**config.mk**
```make
export PLATFORM = sky130hd
export DESIGN_NAME = swms_merge
export DESIGN_NICKNAME = d
export VERILOG_FILES = /design/src/hw/rtl/swms_pkg.sv /design/src/hw/rtl/swms_merge.sv
export SDC_FILE = /design/constraint.sdc
export NUM_CORES = 1
export LEC_CHECK = 0
export BUFFER_PORTS_ARGS = -buffer_cell sky130_fd_sc_hd__buf_2
export CORE_MARGIN = 5
export CORE_UTILIZATION = 40
export CTS_CLUSTER_DIAMETER = 60
export CTS_CLUSTER_SIZE = 40
export DETAILED_ROUTE_END_ITERATION = 10
export PLACE_DENSITY = 0.76
export SLEW_MARGIN = 20
export SYNTH_ARGS = -nofsm -noshare
export SYNTH_HDL_FRONTEND = slang
export SYNTH_SLANG_ARGS = --single-unit
```
**constraint.sdc**
```tcl
create_clock -name clock -period 1.4 [get_ports clock]
set_input_delay 0.21 -clock clock [delete_from_list [all_inputs] [get_ports clock]]
set_output_delay 0.21 -clock clock [all_outputs]
set_load 0.02 [all_outputs]
```
**src/hw/rtl/swms_pkg.sv**
```systemverilog
// Shared constants, widths, control struct and sequencer states for the
// sliding window mean / deviation block. No dependencies.
package swms_pkg;

   localparam int WINDOW_LEN = 50;
   localparam int NCHAN      = 6;
   localparam int SAMPLE_W   = 16;
   localparam int FRAC       = 4;
   localparam int CHAN_W     = 3;
   localparam int MEAN_W     = 20;
   localparam int DEV_W      = 21;

   localparam int POS_W    = $clog2(WINDOW_LEN);
   localparam int FILL_W   = $clog2(WINDOW_LEN + 1);
   localparam int WIN_W    = $clog2(WINDOW_LEN + 1);
   localparam int SUM_W    = SAMPLE_W + $clog2(WINDOW_LEN) + 1;
   localparam int ABS_W    = SUM_W - 1;
   localparam int SQ_W     = 2 * SAMPLE_W - 1;
   localparam int SQSUM_W  = SQ_W + $clog2(WINDOW_LEN);
   localparam int S2_W     = 2 * ABS_W;
   localparam int WQ_W     = SQSUM_W + WIN_W;
   localparam int MNUM_W   = ABS_W + FRAC;
   localparam int ROOT_W   = (WQ_W + 2 * FRAC + 1) / 2;
   localparam int RAD_W    = 2 * ROOT_W;
   localparam int SREM_W   = ROOT_W + 2;
   localparam int STEP_W   = $clog2(ROOT_W);
   localparam int QN_W     = MNUM_W + 1;
   localparam int RCP_SH   = QN_W + $clog2(WINDOW_LEN);
   localparam int RCP_W    = QN_W + 1;
   localparam longint RCP  = ((longint'(1) << RCP_SH) + longint'(WINDOW_LEN) - 1)
                             / longint'(WINDOW_LEN);
   localparam int PROD_W   = QN_W + RCP_W;
   localparam int ROW_W    = NCHAN * SAMPLE_W;
   localparam int RDATA_W  = ((MEAN_W + DEV_W + 7) / 8) * 8;

   typedef struct packed {
      logic full;
      logic square;
      logic accum;
      logic prep;
      logic root_init;
      logic root_step;
      logic scale;
   } lane_ctrl_type;

   typedef enum logic [2:0] {
      ST_IDLE,
      ST_SQUARE,
      ST_ACCUM,
      ST_PREP,
      ST_VAR,
      ST_ROOT,
      ST_SCALE,
      ST_LOAD
   } state_type;

endpackage

```
**src/hw/rtl/swms_merge.sv**
```systemverilog
// Result merge: captures all lane results and sends them one channel per
// transfer. Depends on swms_pkg.
module swms_merge
   import swms_pkg::*;
(
   input  logic                           clock,
   input  logic                           reset,
   input  logic                           load,
   input  logic [NCHAN-1:0][MEAN_W-1:0]   lane_mean,
   input  logic [NCHAN-1:0][DEV_W-1:0]    lane_dev,
   output logic                           busy,
   output logic                           rsp_tvalid,
   input  logic                           rsp_tready,
   output logic [RDATA_W-1:0]             rsp_tdata,
   output logic [CHAN_W-1:0]              rsp_tuser,
   output logic                           rsp_tlast
);

   logic [NCHAN-1:0][MEAN_W-1:0] mean_ff;
   logic [NCHAN-1:0][DEV_W-1:0]  dev_ff;
   logic [CHAN_W-1:0]            idx_ff;
   logic                         busy_ff;
   logic                         last;

   assign last = idx_ff == CHAN_W'(NCHAN - 1);

   always_ff @(posedge clock) begin
      if (reset) begin
         busy_ff <= 1'b0;
         idx_ff  <= '0;
      end else if (load) begin
         busy_ff <= 1'b1;
         idx_ff  <= '0;
      end else if (busy_ff && rsp_tready) begin
         busy_ff <= !last;
         idx_ff  <= idx_ff + 1'b1;
      end
   end

   always_ff @(posedge clock) begin
      if (load) begin
         mean_ff <= lane_mean;
         dev_ff  <= lane_dev;
      end
   end

   assign busy       = busy_ff;
   assign rsp_tvalid = busy_ff;
   assign rsp_tuser  = idx_ff;
   assign rsp_tlast  = last;
   assign rsp_tdata  = RDATA_W'({dev_ff[idx_ff], mean_ff[idx_ff]});

   assert property (@(posedge clock) disable iff (reset)
      load |-> !busy_ff) else $error("merge loaded while busy");
   assert property (@(posedge clock) disable iff (reset)
      busy_ff && rsp_tready && last |=> !busy_ff) else $error("merge overran");
   assert property (@(posedge clock) disable iff (reset)
      rsp_tvalid |-> idx_ff <= CHAN_W'(NCHAN - 1)) else $error("bad channel");

endmodule

```
==> flow_metrics.py, run 1 <==
metrics = {
    "floorplanning": {
        "ios": 304,
        "start_util": 0.405,
        "die_height_microns": 166,
        "rows": 57,
        "die_w_microns": 166,
    },
    "outcome": {
        "error_line": "[ERROR RSZ-0060] Max buffer count reached.",
        "status": "did not finish",
        "stop_stage": "4_1_cts",
    },
    "cts": {
        "postCtsSetupBuffers": 7,
        "cts_hold_repair.buffers": 236,
        "clockBufferDepth": 3,
        "ctsResizeCount": 57,
        "numCtsBuffers": 18,
        "cts_root_buf": "clkbuf_16",
        "h-tree-depth": 1,
        "cts_sinks": 250,
    },
    "synth": {
        "synth-seq-cells": 250,
        "syn_inst": 509,
        "yosysMostFrequentCell": "edfxtp_1",
        "seq_area_frac_synth": 0.763,
        "synth_common_cells": "246 x edfxtp_1, 82 x mux2i_1, 43 x nand2_1, 24 x o221ai_2, 20 x mux2_2",
        "synth_cell_types": 27,
        "synth_area_sq_um": 9790,
        "ys_warn_count": 0,
        "synthTopCellsByArea": "edfxtp_1 75%, mux2i_1 8.4%, o221ai_2 3.7%, mux2_2 2.3%, mux2_1 1.8%",
        "synth_top_area_frac": 0.755,
        "yosys_most_used_dff": "edfxtp_1",
        "yosysTopAreaCell": "edfxtp_1",
        "async_reset_ff_frac": 0,
        "synth_edf_count": 246,
        "synth.avg_cell_area_sq_um": 19.2,
    },
    "placed_design": {
        "portBuffers": 296,
        "post-place-ws_ns": -0.210,
        "hpwl_microns": 16300,
        "place_congestion": 0.772,
        "dp_cells": 1134,
    },
}
## cell families after synthesis
group                      count (synthesis)  share of synthesized area
and+or+nand+nor                           52                     0.0215
AOI/OAI and AO/OA                         43                     0.0534
xor gates and xnor gates                   2                    0.00179
other                                      1                   0.000383
adders and majority gates                  2                    0.00256
buffers and inverters                     36                     0.0248
DFF                                      250                      0.763
muxes                                    123                      0.133
## through the flow
step	setup TNS [ns]	cell area, sq um
2_1_floorplan	-1.12	9970
3_3_place_gp	-4.91	12100
3_5_place_dp	-5.57	12100
==> inputs of run 2 (changes only) <==
- CORE_UTILIZATION: 40 -> 25
- CTS_CLUSTER_DIAMETER: 60 -> unset
- CTS_CLUSTER_SIZE: 40 -> unset
- PLACE_DENSITY: 0.76 -> unset
- PLACE_DENSITY_LB_ADDON: unset -> 0.15
- clock period: 1.4 -> 1.8 ns (I/O delays scaled with it)
==> run 2 against run 1 <==
- the flow now finishes, with violations (setup timing)
- area after synthesis is the same
- synthesized cell count is the same
==> flow_metrics.py, run 2 <==
metrics = {
    "outcome": {
        "status": "complete, but fails checks",
        "violations": "setup timing",
    },
    "cts": {
        "numCtsBuffers": 29,
        "cts_root_buf": "clkbuf_16",
        "cts_tree": "done",
        "cts_sinks": 250,
        "clockBufferDepth": 3,
        "worstSkewPairLatency_ns": 0.55,
        "h-tree-depth": 1,
        "clkTransAtPathRegs_ns": 0.06,
    },
    "power_and_ir_drop": {
        "p_int_mw": 11.3,
        "leakagePower_nw": 6.45,
        "seqPwrFrac": 0.484,
        "switching_share": 0.226,
        "combinationalPowerShare": 0.136,
        "pwr-share-clk": 0.380,
        "power_mw": 14.5,
        "cellPowerDensity_nw_per_um2": 868,
        "peakVddDrop_mv": 0.646,
        "power.switching_mw": 3.29,
    },
    "global_route": {
        "grt_usage": 0.137,
        "antenna_found_initial": 0,
        "gr-total-overflow": 0,
        "first_global_vias": 7475,
        "grt_max_degree": 53,
        "grt_pass1_wl_microns": 45700,
    },
    "placed_design": {
        "post-place-ws_ns": 0.0996,
        "portBuffers": 296,
        "hpwl_microns": 18600,
        "place_congestion": 0.704,
    },
    "synth": {
        "synth_area_sq_um": 9790,
        "synth_common_cells": "246 x edfxtp_1, 82 x mux2i_1, 43 x nand2_1, 24 x o221ai_2, 20 x mux2_2",
        "seq_area_frac_synth": 0.763,
        "yosysTopAreaCell": "edfxtp_1",
        "synth.avg_cell_area_sq_um": 19.2,
        "synth_edf_count": 246,
        "yosys_most_used_dff": "edfxtp_1",
        "synth_cell_types": 27,
        "yosysMostFrequentCell": "edfxtp_1",
        "synthTopCellsByArea": "edfxtp_1 75%, mux2i_1 8.4%, o221ai_2 3.7%, mux2_2 2.3%, mux2_1 1.8%",
        "async_reset_ff_frac": 0,
        "synth-seq-cells": 250,
        "syn_inst": 509,
        "ys_warn_count": 0,
        "synth_top_area_frac": 0.755,
    },
    "worst_hold_path": {
        "min_delay_path_depth": 4,
        "hold_start": "rsp_tready",
        "min_path_type": "in -> reg",
        "min_to": "busy",
    },
    "critical_path": {
        "crit_path_cell_trace": "buf_8, buf_16, buf_8, mux2i_2, o221ai_2, buf_4",
        "critical-path-top-delay-family": "buffers and inverters",
        "reg2reg_setup_slack_ns": 0.30,
        "critPathBufInv": 4,
        "critPathMaxFanout": 6,
        "reg2reg_from": "rsp_tuser[1]",
        "r2r_end": "rsp_tuser[1]",
        "crit_required_ns": 1.53,
        "critPathCaptureType": "output pin",
        "worstSetupStartpointType": "flip-flop",
        "slowest_stage": "dfxtp_4",
        "worstSetupPathType": "reg -> out",
        "r2r_cells": 5,
        "worst_path_most_repeated_cell": "buf_8",
        "slowest_delay_ns": 0.41,
        "arrival_ns": 1.92,
    },
    "flow_run": {
        "drv_cap": 0,
    },
    "final_layout": {
        "diodes": 0,
        "syn_to_final_growth_pct": 71.1,
        "final_nets": 1369,
        "drive_gt1_frac": 0.468,
        "largest_reg_flops": 126,
        "final_common_cell": "buf_2",
        "regMostFlops": "dev_ff",
        "final_cell_mix": "255 x buf_2, 247 x dlygate4sd3_1, 246 x edfxtp_1",
    },
    "timing": {
        "setup_viol": 42,
        "fin_ws_ns": -0.387,
        "skew_ns": 0.00601,
        "layout_min_cycle_time_ns": 2.19,
        "hold_violations": 0,
        "report.final.slew_viol_count": 0,
        "max_freq_mhz": 457,
        "fin_crit_sh": 1.21,
        "rsz0062_at_grt": "true",
        "timing.hold.ws_ns": 0.0899,
    },
    "routing": {
        "drc": 0,
        "post_drt_wl_per_cell_microns": 18.6,
        "via_per_inst": 4.12,
        "dr.first_iter.drc_count": 247,
        "postRouteAntennaNets": 0,
        "vias": 6830,
        "drtPass1Iterations": 4,
        "totalWireLength_microns": 30800,
    },
    "floorplanning": {
        "rows": 72,
        "coreArea_sq_um": 38700,
        "die_w_microns": 208,
        "start_util": 0.253,
        "dieArea_sq_um": 43200,
        "ios": 304,
        "die_height_microns": 208,
    },
}
-- run 2: cell counts after synthesis --
Identical to the previous run, type by type.
-- run 2: stage by stage --
stage                     std cells  utilization  cell area (sq um)  TNS (ns)
final                          1658        0.432              16800    -14.37
after floorplan                 515            -               9810         0
after detailed placement       1323        0.313              12100         0
after CTS                      1656        0.423              16400    -17.82
after global routing           1658        0.432              16800    -18.72
after global placement         1323        0.313              12100         0
-- run 2: cell families after synthesis --
logic type                 count (synthesis)  synth area share
DFF                                      250             0.763
muxes                                    123             0.133
and+or+nand+nor                           52            0.0215
AOI/OAI and AO/OA                         43            0.0534
buffers and inverters                     36            0.0248
adders and majority gates                  2           0.00256
xor gates and xnor gates                   2           0.00179
other                                      1          0.000383
-- run 2: worst max-delay path by stage --
stage / slack (ns) / end / depth (start not counted) / start
6_report: -0.39 / rsp_tdata[34] / 6 / rsp_tuser[1]
4_1_cts: -0.49 / rsp_tdata[32] / 6 / rsp_tuser[1]
3_3_place_gp: 0.07 / rsp_tdata[32] / 5 / rsp_tuser[1]
2_1_floorplan: 0.11 / rsp_tdata[28] / 5 / rsp_tuser[0]
5_1_grt: -0.50 / rsp_tdata[34] / 6 / rsp_tuser[1]
3_5_place_dp: 0.1 / rsp_tdata[35] / 5 / rsp_tuser[1]
-- run 2: routing by layer --
metal / part of all wire / wire [microns] / GRT usage
met1: 0.42 / 12900 / 0.174
met2: 0.51 / 15800 / 0.240
met3: 0.052 / 1590 / 0.0270
met4: 0.018 / 542 / 0.0337
met5: 0 / 0 / 0
-- run 2: cell type report --
class / count / area, sq um
clock buffers: 32 / 737
clock inverters: 22 / 156
fillers: 3527 / 22000
inverters: 1 / 3.75
multi-input cells: 229 / 2550
flip-flops and latches: 250 / 7480
well taps: 518 / 648
repair buffers: 606 / 5180
-- run 2: timing repair --
item / in CTS / in global routing
pin swaps: 9 / 5
setup buffers: 23 / 0
hold buffers: 247 / 0
gates cloned: 9 / 2
setup endpoints to repair: 44 / 44
gates resized for setup: 112 / 80
endpoints found under the hold margin: 250 / 0
-- run 2: tightest hold or removal path: stages --
cell     delay, ns
buf_2         0.13
nand3_1       0.08
a21oi_1       0.06
nor2_1        0.07
-- run 2: power by group through the flow --
| stage | registers (mW) | logic, mW | clock network (mW) |
|---|---|---|---|
| floorplan | 7.11 | 0.568 | 0 |
| global placement | 7.13 | 1.22 | 0 |
| detailed placement | 7.14 | 1.22 | 0 |
| CTS | 7.03 | 1.88 | 5.74 |
| global route | 7.08 | 2.12 | 6.02 |
| finish | 7.04 | 1.97 | 5.53 |
No activity file was read; power rests on OpenSTA's default activity.
==> inputs of run 3 (changes only) <==
- ABC_AREA: unset -> 1
- TNS_END_PERCENT: unset -> 20
==> run 3 against run 2 <==
- the flow still finishes with violations (setup timing)
- register-to-register slack gained 0.07 ns
- routed wire length grew 11%
- first-iteration DRC count grew 82%
- via count grew 22%
- flip-flop and latch count is the same
- final area shrank 1.6%
- clock power grew 2%
- global-route usage grew 0.58 points
- worst setup slack gained 0.010 ns
- largest power group unchanged
==> flow_metrics.py, run 3 <==
metrics = {
    "floorplanning": {
        "ios": 304,
        "die_height_microns": 216,
        "rows": 75,
        "die_w_microns": 216,
        "start_util": 0.253,
        "dieArea_sq_um": 46800,
        "coreArea_sq_um": 42000,
    },
    "outcome": {
        "status": "complete, but fails checks",
        "violations": "setup timing",
    },
    "power_and_ir_drop": {
        "leakagePower_nw": 7.49,
        "power_mw": 14.5,
        "peakVddDrop_mv": 0.621,
        "cellPowerDensity_nw_per_um2": 877,
    },
    "routing": {
        "wl_met3_microns": 1580,
        "totalWireLength_microns": 34100,
        "highest-signal-layer": "met4",
        "drtPass1Iterations": 4,
        "postRouteAntennaNets": 0,
        "vias": 8363,
        "via_per_inst": 4.05,
        "drc": 0,
        "dr.first_iter.drc_count": 450,
        "met1_length_microns": 14700,
        "dr_wl_met2_microns": 16900,
        "post_drt_wl_per_cell_microns": 16.5,
    },
    "synth": {
        "yosys_most_used_dff": "edfxtp_1",
        "syn_inst": 941,
        "synth_cell_types": 22,
        "synth_area_sq_um": 10700,
        "synth.avg_cell_area_sq_um": 11.3,
        "yosysTopAreaCell": "edfxtp_1",
        "yosysMostFrequentCell": "nand2_1",
        "async_reset_ff_frac": 0,
        "seq_area_frac_synth": 0.701,
        "ys_warn_count": 0,
        "synth_edf_count": 246,
        "synthTopCellsByArea": "edfxtp_1 69%, nand2_1 10%, inv_1 5.9%, nand3_1 3.9%, o211ai_1 2.9%",
        "synth_top_area_frac": 0.693,
        "synth-seq-cells": 250,
        "synth_common_cells": "285 x nand2_1, 246 x edfxtp_1, 167 x inv_1, 82 x nand3_1",
    },
    "final_layout": {
        "final_common_cell": "nand2_1",
        "seqCellArea_sq_um": 7470,
        "regMostFlops": "dev_ff",
        "multi_input_area_sq_um": 2220,
        "syn_to_final_growth_pct": 54.7,
        "largest_reg_flops": 126,
        "final_cell_mix": "281 x nand2_1, 260 x buf_2, 248 x dlygate4sd3_1",
        "fillers": 4130,
        "diodes": 0,
        "drive_gt1_frac": 0.251,
        "final_nets": 1753,
    },
    "global_route": {
        "gr-total-overflow": 0,
        "first_global_vias": 8989,
        "grt_usage": 0.142,
        "grt_max_degree": 46,
        "grt_pass1_wl_microns": 52100,
        "antenna_found_initial": 0,
    },
    "critical_path": {
        "worstSetupStartpointType": "flip-flop",
        "r2r_end": "busy",
        "critPathLaunch": "rsp_tuser[0]",
        "reg2reg_from": "rsp_tuser[1]",
        "crit_required_ns": 1.53,
        "worstSetupPathType": "reg -> out",
        "arrival_ns": 1.91,
        "reg2reg_setup_slack_ns": 0.37,
        "crit_path_end": "rsp_tdata[19]",
        "r2r_cells": 8,
        "critPathMaxFanout": 42,
        "critPathCaptureType": "output pin",
    },
    "timing": {
        "report.final.slew_viol_count": 0,
        "fin_ws_ns": -0.376,
        "rsz0062_at_grt": "true",
        "layout_min_cycle_time_ns": 2.18,
        "hold_violations": 0,
        "skew_ns": 0.0138,
        "setup_tns_ns": -12.23,
        "setup_viol": 42,
        "max_freq_mhz": 459,
        "fin_crit_sh": 1.21,
    },
    "cts": {
        "cts_tree": "done",
        "clkTransAtPathRegs_ns": 0.06,
        "cts_sinks": 250,
        "clockBufferDepth": 3,
        "numCtsBuffers": 30,
        "cts_root_buf": "clkbuf_16",
        "h-tree-depth": 1,
        "worstSkewPairLatency_ns": 0.57,
    },
    "flow_run": {
        "drv_cap": 0,
    },
    "placed_design": {
        "portBuffers": 296,
        "hpwl_microns": 20800,
        "place_congestion": 0.739,
    },
    "worst_hold_path": {
        "min_path_type": "in -> reg",
    },
}
[run 3: changes by cell type after synthesis, sizes merged, moves of 41 or more]
cell,change
nand2,+249
o211ai,+41
mux2,-41
mux2i,-82
nand3,+80
o221ai,-41
or2,+41
inv,+169
[run 3: routing by layer]
metal | vias up | global-route usage
met3 | 58 | 0.0237
li1 | 4173 | -
met2 | 220 | 0.251
met5 | - | 0
met1 | 3912 | 0.181
met4 | 0 | 0.0416
[run 3: worst min-delay path by stage]
stage / startpoint / endpoint / slack [ns] / depth (start not counted)
2_1_floorplan: reset / busy / 0.34 / 1
3_3_place_gp: lane_mean[33] / mean_ff[33] / 0.45 / 1
3_5_place_dp: lane_mean[37] / mean_ff[37] / 0.45 / 1
4_1_cts: load / dev_ff[71] / 0.09 / 1
5_1_grt: load / dev_ff[62] / 0.12 / 1
6_report: load / dev_ff[71] / 0.13 / 1
[run 3: report_power, final]
| group | switching, mW | internal [mW] |
|---|---|---|
| Combinational | 0.878 | 0.948 |
| Sequential | 0.112 | 6.90 |
| Clock | 2.43 | 3.19 |
[run 3: kinds of logic after synthesis]
logic type               after synthesis  synth area share
AND/OR/NAND/NOR                      419             0.169
AO/OA/AOI/OAI                         47            0.0317
other                                  1          0.000352
flip-flops                           250             0.701
buffers and inverters                222            0.0954
adder cells (fa/ha/maj)                2           0.00235
[run 3: through the flow]
step,util,setup slack [ns],area (sq um),std cells,hold slack [ns]
floorplan,-,0.240,10700,947,0.342
global placement,0.305,0.190,12800,1756,0.446
detailed placement,0.305,0.183,12800,1756,0.448
CTS,0.390,-0.438,16400,2063,0.0942
global route,0.392,-0.491,16500,2063,0.123
finish,0.392,-0.376,16500,2063,0.130
[run 3: what timing repair did]
| item | CTS | global route |
|---|---|---|
| buffers inserted | 1 | 0 |
| hold buffers | 248 | 0 |
| endpoints found under the setup margin | 42 | 42 |
| gates cloned | 3 | 0 |
| pin swaps | 4 | 2 |
| hold endpoints to repair | 249 | 0 |
| resized for setup | 27 | 35 |
[run 3: worst max-delay path, cell delays in order (launching register included)]
cell     delay [ns]
dfxtp_4        0.46
inv_8          0.08
buf_16         0.18
nand2_1        0.09
nand3_1        0.06
nand2_1        0.08
nand2_1        0.04
nand2_1        0.13
buf_4          0.17
[run 3: final cells by class]
cell class	count	share of cell area
Inverter	170	0.0392
Clock inverter	15	0.00630
Multi-Input combinational cell	475	0.134
Sequential cell	250	0.453
Tap cell	539	0.0409
Timing Repair Buffer	574	0.278
Clock buffer	40	0.0478
