**config.mk**
```make
export PLATFORM = sky130hd
export DESIGN_NAME = swms_ram
export DESIGN_NICKNAME = d
export VERILOG_FILES = /design/src/hw/rtl/swms_ram.sv
export SDC_FILE = /design/constraint.sdc
export NUM_CORES = 1
export LEC_CHECK = 0
export BUFFER_PORTS_ARGS = -buffer_cell sky130_fd_sc_hd__buf_2
export CAP_MARGIN = 5
export CORE_ASPECT_RATIO = 1.25
export CORE_MARGIN = 4
export CORE_UTILIZATION = 45
export CTS_BUF_LIST = sky130_fd_sc_hd__clkbuf_8
export CTS_CLUSTER_DIAMETER = 150
export DETAILED_ROUTE_END_ITERATION = 8
export SLEW_MARGIN = 15
export SYNTH_ARGS = -nofsm -noshare
export SYNTH_HDL_FRONTEND = slang
export SYNTH_SLANG_ARGS = --single-unit
```
**constraint.sdc**
```tcl
create_clock -name clock -period 5.65 [get_ports clock]
set_input_delay 1.13 -clock clock [delete_from_list [all_inputs] [get_ports clock]]
set_output_delay 1.13 -clock clock [all_outputs]
set_load 0.02 [all_outputs]
```
**src/hw/rtl/swms_ram.sv**
```systemverilog
// Generic single-write, single-read RAM with registered read data.
// No dependencies.
module swms_ram #(
   parameter int WIDTH = 8,
   parameter int DEPTH = 16
) (
   input  logic                     clock,
   input  logic                     wr_en,
   input  logic [$clog2(DEPTH)-1:0] wr_addr,
   input  logic [WIDTH-1:0]         wr_data,
   input  logic                     rd_en,
   input  logic [$clog2(DEPTH)-1:0] rd_addr,
   output logic [WIDTH-1:0]         rd_data
);

   logic [WIDTH-1:0] mem_ff [DEPTH];
   logic [WIDTH-1:0] rd_data_ff;

   always_ff @(posedge clock) begin
      if (wr_en) begin
         mem_ff[wr_addr] <= wr_data;
      end
      if (rd_en) begin
         rd_data_ff <= mem_ff[rd_addr];
      end
   end

   assign rd_data = rd_data_ff;

endmodule

```
==> qor.log, run 1 <==
INFO  outcome        status=finished, final reports clean
INFO  synthesis      ys_seq_area_share=78.1%
INFO  worst_setup_path critical_path_class=in -> reg
INFO  grt            grt_pass1_wl=15.1mm
INFO  grt            grt_pass1_vias=2501
INFO  worst_setup_path timing.critical_path.arrival=3.01ns
INFO  routing        drcViolationCount=0
INFO  worst_setup_path path_max_fanout=32
INFO  synthesis      synth_fp_nets=248
INFO  power          p_per_cell_area=342nW/um^2
INFO  timing         timing.slew.headroom=30.2%
INFO  die            top_level_ports=27
INFO  grt            overflow=0
INFO  hold_path      worstHoldPathCells=3
INFO  timing         final_max_slew_viol_count=0
INFO  synthesis      synth_area_per_cell=22.8squm
INFO  synthesis      synth_edf_count=136
INFO  timing         min_period=2.85ns
INFO  power          p_clk_share=37.7%
INFO  worst_setup_path timing.critical_path.slowest_cell_delay=0.78ns
INFO  worst_setup_path worst_setup_path_start_kind=input pin
INFO  synthesis      synthesis.yosys.warnings=0
INFO  synthesis      syn-instance-count=229
INFO  worst_setup_path crit_family=buffers and inverters
INFO  die            dieHeight=129microns
INFO  timing         final_min_period_over_clock_period=50.5%
INFO  timing         worst_tran_pin_value=1.05ns
INFO  clock_tree     number_of_buffers_created_by_cts=17
INFO  timing         setup_slack=2.80ns
INFO  routing        route.detailed.vias_per_inst=5.56
INFO  die            fp-row-count=43
INFO  clock_tree     clk_lat_worst_skew=0.42ns
INFO  layout         layout.nets=286
INFO  placed_design  port_buffers=26
INFO  synthesis      ys_top_cells_by_count=edfxtp_1 (136), mux4_2 (18), a22oi_1 (16), mux4_1 (14), nor2_1 (13)
INFO  die            die-width=104microns
INFO  synthesis      ys_ff_latch=136
INFO  clock_tree     cts-root-to-sink-buffers=2
INFO  clock_tree     cts_tree=built
INFO  synthesis      post_synth_instance_area=5230squm
INFO  synthesis      post-synth-top-area-cell=edfxtp_1
INFO  timing         unrepaired_setup_endpoints_after_global_routing=no
INFO  grt            grt_start_max_net_pins=33
INFO  power          p_int=1600uW
INFO  layout         proportion_of_layout_cells_with_a_drive_suffix_above_1=26.5%
INFO  worst_setup_path crit_cells=4
INFO  synthesis      synthFlopType=edfxtp_1
INFO  run            max_cap_viols=0
INFO  clock_tree     cts_root_buffer=clkbuf_8
INFO  routing        postRouteWirelength=9.67mm
INFO  clock_tree     h-tree-depth=4
INFO  die            core_region_area=11200squm
INFO  hold_path      worst_hold_path_type=reg -> reg
INFO  power          power.switching_fraction=20.0%
INFO  routing        first_iter_violations=168
INFO  power          power.combinational.fraction=5.1%
INFO  grt            track_usage=15.8%
INFO  placed_design  dp_hpwl=6.40mm
INFO  timing         max_freq=351MHz
INFO  power          power.net_switching=399uW
INFO  clock_tree     post_cts.repair.setup_buffers=0
INFO  worst_setup_path critical_path_top_delay_cell=buf_2
INFO  clock_tree     cts_hold_repair.buffers=0
INFO  routing        via_count=2301
INFO  synthesis      synthDominantCellAreaShare=78.1%
INFO  power          share_seq_of_total_power=57.2%
INFO  timing         timing.final.hold_violations=0
INFO  worst_setup_path cp_num_buf_inv=1
INFO  power          leakage=0.00192uW
INFO  grt            antenna_found_initial=0
INFO  synthesis      yosys-top-cells-area=edfxtp_1 (78%), mux4_2 (7.8%), mux4_1 (7.0%)
INFO  timing         finalSetupViolCount=0
INFO  synthesis      ys_types=18
INFO  layout         syn2layout_area_growth=11.8%
INFO  routing        route.detailed.wl_per_inst=23.4microns
INFO  worst_setup_path critical_path.cell_chain=buf_2, mux4_1, a22oi_1, nand2_1
INFO  worst_setup_path timing.reg2reg.worst_path_depth=3
INFO  clock_tree     clk_pin_slew_worst_paths=0.07ns
INFO  routing        drtAntennaViolNets=0
INFO  placed_design  gpl.final_weighted_congestion=0.714
INFO  clock_tree     post_cts_resized=0
INFO  worst_setup_path timing.critical_path.to_type=flip-flop
INFO  timing         final.setup.tns=0ns
INFO  timing         skew=0.0107ns
INFO  layout         filler_cell_count=884
INFO  power          vdd_ir_drop_max=0.153mV
INFO  worst_setup_path cp.required=5.81ns
INFO  routing        detail_route.first_pass.iterations=4
INFO  clock_tree     clock-sinks=136
INFO  placed_design  place_ws=2.30ns
INFO  die            dieArea=13400squm
INFO  die            floorplan.initialDensity=46.5%
INFO  synthesis      synth.most_common_cell=edfxtp_1
INFO  synthesis      async_flop_share=0%
INFO  layout         diodes=0
stage by stage:
step / power (uW) / area (sq um) / util, % / instances / hold WS [ns]
final: 2000 / 5840 / 52.0 / 414 / 0.744
after global routing: 2070 / 5840 / 52.0 / 414 / 0.769
after CTS: 2020 / 5840 / 52.0 / 414 / 0.745
after detailed placement: 1270 / 5470 / 48.6 / 383 / 0.727
after global placement: 1270 / 5470 / 48.6 / 383 / 0.725
after floorplan: 1230 / 5230 / - / 229 / 0.705
cells by family (layout without fill, tap and decap cells):
family                 Yosys count  in the layout  synth area share [%]
buffers and inverters           10             60                  1.65
DFF                            136            136                  78.1
AOI/OAI and AO/OA               16             16                  2.30
and+or+nand+nor                 35             35                  3.14
muxes                           32             32                  14.8
final cells by class:
type | instances | area (sq um) | share of cell area (%)
Sequential cell | 136 | 4080 | 69.9
Multi-Input combinational cell | 83 | 1060 | 18.2
Timing Repair Buffer | 29 | 153 | 2.61
Tap cell | 135 | 169 | 2.89
Clock inverter | 14 | 143 | 2.44
Clock buffer | 17 | 234 | 4.00
power by group through the flow:
stage | registers (uW) | logic, uW | clock network, uW
floorplan | 1170 | 57.4 | 0
global placement | 1160 | 102 | 0
detailed placement | 1160 | 104 | 0
CTS | 1140 | 104 | 772
global route | 1140 | 112 | 820
finish | 1140 | 102 | 753
per-layer routing:
| layer | share of wire (%) | track usage [%] |
|---|---|---|
| met1 | 43 | 19.9 |
| met2 | 52 | 26.5 |
| met5 | 0 | 0 |
| met3 | 3.8 | 4.01 |
| met4 | 1.4 | 6.57 |
layout by cell type (no fill, tap or decap):
cell type   count
and2b_1         1
clkbuf_8       17
mux4_1         14
bufinv_16       3
and2_1          1
nand2b_1        2
nor3_1          3
mux4_2         18
nor3_2          1
buf_2          26
a22oi_1        16
clkinvlp_4      2
or3b_2          1
nor2_1         13
buf_4           3
clkinv_1        3
edfxtp_1      136
inv_1           3
nand2_1         9
nand3b_1        2
nand3_1         1
nor2b_1         1
clkinv_2        3
final timing paths:
| check | from | end | slack [ns] |
|---|---|---|---|
| worst max-delay path | rd_addr[0] | rd_data[0] | 2.80 |
| worst min register to register | mem_ff[14][4] | rd_data[4] | 0.74 |
| worst max register to register | mem_ff[5][0] | rd_data[0] | 4.09 |
| worst min-delay path | mem_ff[14][4] | rd_data[4] | 0.74 |
worst reg2reg max path: cells and delay by family, from the launching register on:
| kind | cells | cell delay [ns] |
|---|---|---|
| muxes | 1 | 0.55 |
| AOI/OAI and AO/OA | 1 | 0.28 |
| DFF | 1 | 0.36 |
| and+or+nand+nor | 1 | 0.12 |
registers in the layout, summed over array words and instances (netlist names):
name and count:
mem_ff 128, rd_data 8
Power figures use the tool's default switching activity.
==> run 2: changes to the inputs <==
Clock period 5.65 ns to 3 ns, I/O delays scaled along.
==> run 2 against run 1 <==
Total power increased by 99%; cell area rose by 3.3%; clock skew is 0.0050 ns lower; combinational power up 95%; register-to-register slack got worse by 2.6 ns; critical endpoint unchanged; sequential power rose by 89%; sequential share of layout area shrank 2.2 points; clock power increased by 120%.
==> qor.log, run 2 (synthesis gave the netlist of run 1 again) <==
INFO  placed_design  place.detailed.instances=399 [+4.2%]
INFO  timing         holdWs=0.529ns [-0.215 ns]
INFO  placed_design  gpl.final_weighted_congestion=0.734 [+2.8%]
INFO  layout         final_cell_mix=edfxtp_1 (136), buf_2 (26), mux4_2 (18), buf_4 (18), clkbuf_8 (17)
INFO  timing         skew=0.00567ns [-0.00501 ns]
INFO  worst_setup_path critical_path.cell_chain=buf_2, buf_12, mux4_1, a22oi_1, nand2_1
INFO  outcome        status=finished, final reports clean
INFO  grt            overflow=0 [unchanged]
INFO  layout         proportion_of_layout_cells_with_a_drive_suffix_above_1=32.4% [+5.9 points]
INFO  grt            grt.busiest_layer=met2
INFO  timing         min_period=1.96ns
INFO  layout         diodes=0 [unchanged]
INFO  grt            met3_usage=4.11% [+0.10 points]
INFO  layout         filler_cell_count=865 [-2.1%]
INFO  clock_tree     clock-sinks=136 [unchanged]
INFO  die            die-width=104microns [unchanged]
INFO  routing        drcViolationCount=0 [unchanged]
INFO  clock_tree     clk_lat_worst_skew=0.42ns [about the same]
INFO  routing        route.detailed.wl_per_inst=22.1microns [-5.2%]
INFO  hold_path      worst_hold_path_type=in -> reg
INFO  timing         timing.slew.headroom=47.4% [+17 points]
INFO  power          vdd_ir_drop_max=0.342mV [+120%]
INFO  worst_setup_path critical_path_top_delay_cell=mux4_1
INFO  routing        first_iter_violations=139 [-17%]
INFO  grt            grt_pass1_wl=15.1mm [-0.18%]
INFO  timing         worst_tran_pin_value=0.787ns [-0.260 ns]
INFO  layout         layout.nets=302 [+5.6%]
INFO  routing        drtAntennaViolNets=0 [unchanged]
INFO  clock_tree     cts-root-to-sink-buffers=2 [unchanged]
INFO  layout         most_common_cell_after_layout_fill_and_taps_aside=edfxtp_1
INFO  worst_setup_path critical_path_class=in -> reg
INFO  power          post-layout-total-power=3980uW [+99%]
INFO  clock_tree     cts_hold_repair.buffers=0 [unchanged]
INFO  clock_tree     h-tree-depth=4 [unchanged]
INFO  routing        route.detailed.vias_per_inst=5.65 [+1.6%]
INFO  timing         finalSetupViolCount=0 [unchanged]
INFO  die            dieArea=13400squm [unchanged]
INFO  grt            grt_use_met1=19.6% [-0.29 points]
INFO  placed_design  port_buffers=26 [unchanged]
INFO  clock_tree     post_cts.repair.setup_buffers=0 [unchanged]
INFO  grt            grt_start_max_net_pins=25 [-24%]
INFO  grt            grt_pass1_vias=2517 [+0.64%]
INFO  worst_setup_path timing.critical_path.to_type=flip-flop
INFO  worst_setup_path path_max_fanout=24 [-25%]
INFO  grt            antenna_found_initial=0 [unchanged]
INFO  clock_tree     cts_tree=built
INFO  timing         timing.final.hold_violations=0 [unchanged]
INFO  worst_setup_path cp.required=3.18ns [-2.63 ns]
INFO  die            fp-row-count=43 [unchanged]
INFO  layout         largest_register_ffs=128 [unchanged]
INFO  clock_tree     post_cts_resized=0 [unchanged]
INFO  timing         final_min_period_over_clock_period=65.4%
INFO  layout         final-instance-count-excl-fill=431 [+4.1%]
INFO  timing         max_freq=510MHz
INFO  clock_tree     number_of_buffers_created_by_cts=17 [unchanged]
INFO  run            max_cap_viols=0 [unchanged]
INFO  die            top_level_ports=27 [unchanged]
INFO  timing         unrepaired_setup_endpoints_after_global_routing=no
INFO  die            floorplan.initialDensity=46.5% [unchanged]
INFO  worst_setup_path timing.critical_path.arrival=2.14ns [-0.87 ns]
INFO  grt            track_usage=15.6% [-0.27 points]
INFO  clock_tree     clk_pin_slew_worst_paths=0.07ns [about the same]
INFO  grt            use_met2=25.6% [-0.87 points]
INFO  routing        detail_route.first_pass.iterations=6 [+2]
INFO  power          p_per_cell_area=659nW/um^2 [+93%]
INFO  clock_tree     cts_root_buffer=clkbuf_8
INFO  power          leakage=0.00204uW [+5.8%]
INFO  die            core_region_area=11200squm [unchanged]
INFO  layout         finalCoreUtilization=53.7% [+1.7 points]
INFO  die            dieHeight=129microns [unchanged]
INFO  timing         final_max_slew_viol_count=0 [unchanged]
INFO  worst_setup_path timing.critical_path.slowest_cell_delay=0.58ns [-0.20 ns]
INFO  routing        via_count=2433 [+5.7%]
INFO  layout         syn2layout_area_growth=15.5%
INFO  placed_design  dp_hpwl=6.43mm [+0.55%]
INFO  routing        postRouteWirelength=9.55mm [-1.3%]
INFO  layout         max_flop_register=mem_ff
INFO  worst_setup_path worst_setup_path_start_kind=input pin
INFO  timing         final.setup.tns=0ns [unchanged]
[run 2: cell count changes in the layout (fill, tap and decap cells not counted), sizes merged]
cell      previous run  this run
inv                  3         0
bufinv               3         5
clkinvlp             2         3
clkinv               6         7
buf                 29        45
[run 2: cell type report]
| cell class | count | area [sq um] | area share (%) |
|---|---|---|---|
| Multi-Input combinational cell | 83 | 1060 | 17.5 |
| Clock buffer | 17 | 234 | 3.88 |
| Timing Repair Buffer | 45 | 285 | 4.73 |
| Sequential cell | 136 | 4080 | 67.6 |
| Clock inverter | 15 | 208 | 3.44 |
| Tap cell | 135 | 169 | 2.80 |
[run 2: worst paths after layout]
check | endpoint | slack [ns] | from | cells past startpoint
setup / recovery | rd_data[0] | 1.04 | rd_addr[0] | 5
hold / removal | rd_data[1] | 0.53 | rd_en | 1
setup reg to reg | rd_data[5] | 1.51 | mem_ff[2][5] | 3
hold reg to reg | rd_data[6] | 0.75 | mem_ff[12][6] | 3
[run 2: worst max-delay path: cells and delay by family]
kind / cells / cell delay, ns
compound gates: 1 / 0.30
simple gates: 1 / 0.08
buf+inv: 2 / 0.55
mux: 1 / 0.58
[run 2: per-stage QoR]
step	cell area, sq um	setup slack, ns
finish	6040	1.04
global route	6040	0.931
CTS	6040	1.04
detailed placement	5600	0.574
global placement	5600	0.575
floorplan	5230	0.907
[run 2: power by group]
group          internal (uW)  leakage (uW)  switching, uW  total, uW
clock                    977      0.000221            655       1630
sequential              2140       0.00124           9.66       2150
combinational           81.7      0.000578            117        199
total                   3200       0.00204            781       3980
[run 2: per-layer routing]
layer / vias up / part of all wire [%]
met5: - / 0
met4: 0 / 1.9
met3: 14 / 4.3
met2: 66 / 51
met1: 1266 / 43
li1: 1087 / -
==> run 3: changes to the inputs <==
Settings changed: ABC_AREA from default to 1.
Clock period 3 ns to 1.9 ns, I/O delays scaled along.
==> run 3 against run 2 <==
Wire length increased by 38%; critical path type is now reg -> out; global-route usage increased by 3.5 points; via count increased by 56%; setup slack got worse by 0.55 ns; worst hold slack got worse by 0.21 ns; total power increased by 58%; clock power increased by 52%; utilization decreased by 1.5 points; sequential power increased by 58%; sequential cell count unchanged; register-to-register slack got worse by 0.78 ns.
==> qor.log, run 3 <==
INFO  placed_design  gpl.final_weighted_congestion=0.890 [+21%]
INFO  grt            grt_use_met1=24.4% [+4.7 points]
INFO  timing         timing.slew.headroom=56.9% [+9.5 points]
INFO  worst_setup_path cp_num_buf_inv=1 [-1]
INFO  synthesis      ys_types=11 [-7]
INFO  synthesis      yosys-top-cells-area=edfxtp_1 (70%), nand2_1 (11%), nand3_1 (8.3%)
INFO  clock_tree     h-tree-depth=4 [unchanged]
INFO  worst_setup_path timing.critical_path.slowest_cell_delay=0.42ns [-0.16 ns]
INFO  die            top_level_ports=27 [unchanged]
INFO  synthesis      ys_ff_latch=136 [unchanged]
INFO  power          p_per_cell_area=949nW/um^2 [+44%]
INFO  synthesis      post_synth_instance_area=5850squm [+12%]
INFO  clock_tree     post_cts.repair.setup_buffers=0 [unchanged]
INFO  worst_setup_path timing.critical_path.to_type=primary output
INFO  layout         stdcell_area=6640squm [+10%]
INFO  clock_tree     cts_root_buffer=clkbuf_8
INFO  layout         filler_cell_count=1144 [+32%]
INFO  grt            overflow=0 [unchanged]
INFO  routing        drtAntennaViolNets=0 [unchanged]
INFO  synthesis      synth_area_per_cell=10.6squm [-54%]
INFO  layout         syn2layout_area_growth=13.6%
INFO  power          p_clk_share=39.3% [-1.7 points]
INFO  clock_tree     number_of_buffers_created_by_cts=17 [unchanged]
INFO  worst_setup_path critical_path.cell_chain=buf_2
INFO  synthesis      synth_fp_nets=570 [+130%]
INFO  synthesis      synthFlopType=edfxtp_1
INFO  clock_tree     cts-root-to-sink-buffers=2 [unchanged]
INFO  placed_design  placedInstanceArea=6220squm [+11%]
INFO  outcome        status=finished, final reports clean
INFO  timing         final_min_period_over_clock_period=74.4%
INFO  placed_design  port_buffers=26 [unchanged]
INFO  synthesis      async_flop_share=0% [unchanged]
INFO  die            die-width=110microns [+5.3%]
INFO  die            fp-row-count=46 [+7.0%]
INFO  clock_tree     clock-sinks=136 [unchanged]
INFO  synthesis      synthesis.yosys.warnings=0 [unchanged]
INFO  layout         layout.nets=613 [+100%]
INFO  routing        first_iter_violations=243 [+75%]
INFO  timing         final_max_slew_viol_count=0 [unchanged]
INFO  timing         max_freq=707MHz
INFO  die            core_region_area=12700squm [+13%]
INFO  power          power.net_switching=1390uW [+78%]
INFO  synthesis      synth_edf_count=136 [unchanged]
INFO  placed_design  dp_hpwl=8.24mm [+28%]
INFO  layout         diodes=0 [unchanged]
INFO  clock_tree     clk_pin_slew_worst_paths=0.08ns [about the same]
INFO  routing        via_count=3807 [+56%]
INFO  power          vdd_ir_drop_max=0.533mV [+56%]
INFO  worst_setup_path cp.required=1.52ns [-1.66 ns]
INFO  die            dieArea=14900squm [+11%]
INFO  run            max_cap_viols=0 [unchanged]
INFO  power          power.switching_fraction=22.1% [+2.5 points]
INFO  timing         finalSetupViolCount=0 [unchanged]
INFO  synthesis      ys_top_cells_by_count=nand2_1 (173), edfxtp_1 (136), inv_1 (100), nand3_1 (97), nor2_1 (17)
INFO  clock_tree     clk_lat_worst_skew=0.43ns [about the same]
INFO  routing        route.detailed.wl_per_inst=16.9microns [-24%]
INFO  routing        route.detailed.vias_per_inst=4.91 [-13%]
INFO  routing        postRouteWirelength=13.1mm [+38%]
INFO  worst_setup_path path_max_fanout=1 [-96%]
INFO  clock_tree     cts_hold_repair.buffers=0 [unchanged]
INFO  layout         largest_register_ffs=128 [unchanged]
INFO  layout         max_flop_register=mem_ff
INFO  grt            grt_pass1_vias=3666 [+46%]
INFO  timing         final.setup.tns=0ns [unchanged]
INFO  worst_setup_path crit_family=flip-flops
INFO  layout         most_common_cell_after_layout_fill_and_taps_aside=nand2_1
INFO  timing         holdWs=0.315ns [-0.215 ns]
INFO  grt            antenna_found_initial=0 [unchanged]
INFO  timing         min_period=1.41ns
INFO  worst_setup_path critical_path_class=reg -> out
INFO  synthesis      synthDominantCellAreaShare=69.8% [-8.3 points]
INFO  power          p_int=4910uW [+54%]
INFO  power          share_seq_of_total_power=53.9% [about the same]
INFO  grt            track_usage=19.1% [+3.5 points]
INFO  routing        detail_route.first_pass.iterations=5 [-1]
INFO  synthesis      ys_seq_area_share=69.8% [-8.3 points]
INFO  die            dieHeight=135microns [+5.4%]
INFO  hold_path      worst_hold_path_type=in -> reg
INFO  grt            use_met2=30.7% [+5.1 points]
INFO  die            floorplan.initialDensity=46.0% [-0.52 points]
INFO  grt            met3_usage=4.39% [+0.27 points]
INFO  routing        drcViolationCount=0 [unchanged]
INFO  synthesis      syn-instance-count=551 [+140%]
INFO  grt            grt.busiest_layer=met2
INFO  synthesis      synth.most_common_cell=nand2_1
INFO  synthesis      post-synth-top-area-cell=edfxtp_1
INFO  clock_tree     cts_tree=built
INFO  worst_setup_path timing.critical_path.arrival=1.03ns [-1.11 ns]
INFO  worst_setup_path critical_path_top_delay_cell=edfxtp_1
INFO  grt            grt_pass1_wl=20.2mm [+34%]
INFO  power          leakage=0.00287uW [+41%]
INFO  worst_setup_path worst_setup_path_start_kind=flip-flop
INFO  layout         final_cell_mix=nand2_1 (173), edfxtp_1 (136), inv_1 (100), nand3_1 (97), buf_2 (26)
INFO  timing         unrepaired_setup_endpoints_after_global_routing=no
INFO  power          power.combinational.fraction=6.8% [+1.8 points]
INFO  clock_tree     post_cts_resized=0 [unchanged]
INFO  timing         worst_tran_pin_value=0.646ns [-0.142 ns]
INFO  layout         proportion_of_layout_cells_with_a_drive_suffix_above_1=13.0% [-19 points]
INFO  grt            grt_start_max_net_pins=65 [+160%]
INFO  timing         skew=0.0120ns [+0.00636 ns]
INFO  timing         timing.final.hold_violations=0 [unchanged]
run 3: layer usage:
| layer | wire, microns | vias to the layer above |
|---|---|---|
| met2 | 6520 | 135 |
| met4 | 406 | 0 |
| met1 | 5330 | 1778 |
| met5 | 0 | - |
| met3 | 875 | 30 |
| li1 | - | 1864 |
run 3: final cells by class:
| cell class | count | area, sq um | share of cell area [%] |
|---|---|---|---|
| Timing Repair Buffer | 48 | 333 | 5.01 |
| Sequential cell | 136 | 4080 | 61.5 |
| Multi-Input combinational cell | 289 | 1210 | 18.3 |
| Clock buffer | 17 | 234 | 3.52 |
| Inverter | 102 | 383 | 5.76 |
| Tap cell | 168 | 210 | 3.17 |
| Clock inverter | 15 | 184 | 2.77 |
run 3: cell families (layout without fill, tap and decap cells):
logic type / count (synthesis) / after routing / share of synthesized area [%]
buf+inv: 126 / 182 / 9.39
flops: 136 / 136 / 69.8
simple gates: 289 / 289 / 20.8
run 3: path summary, 6_finish.rpt:
kind | from | end | slack, ns | cells after the start
max | rd_data[3] | rd_data[3] | 0.49 | 1
min | rd_en | rd_data[7] | 0.31 | 1
max reg2reg | mem_ff[5][7] | rd_data[7] | 0.73 | 6
min reg2reg | mem_ff[11][2] | rd_data[2] | 0.75 | 6
run 3: through the flow:
stage,total power (uW),instances,util [%],setup slack [ns]
2_1_floorplan,3710,551,-,0.569
3_3_place_gp,3890,743,48.9,0.256
3_5_place_dp,3890,743,48.9,0.226
4_1_cts,6360,775,52.2,0.464
5_1_grt,6540,775,52.2,0.450
6_report,6300,775,52.2,0.486
run 3: power by group through the flow:
stage                     combinational (uW)  sequential, uW  clock [uW]
after floorplan                          237            3480           0
after CTS                                435            3390        2530
after global routing                     478            3400        2660
after global placement                   429            3460           0
final                                    431            3390        2480
after detailed placement                 433            3460           0
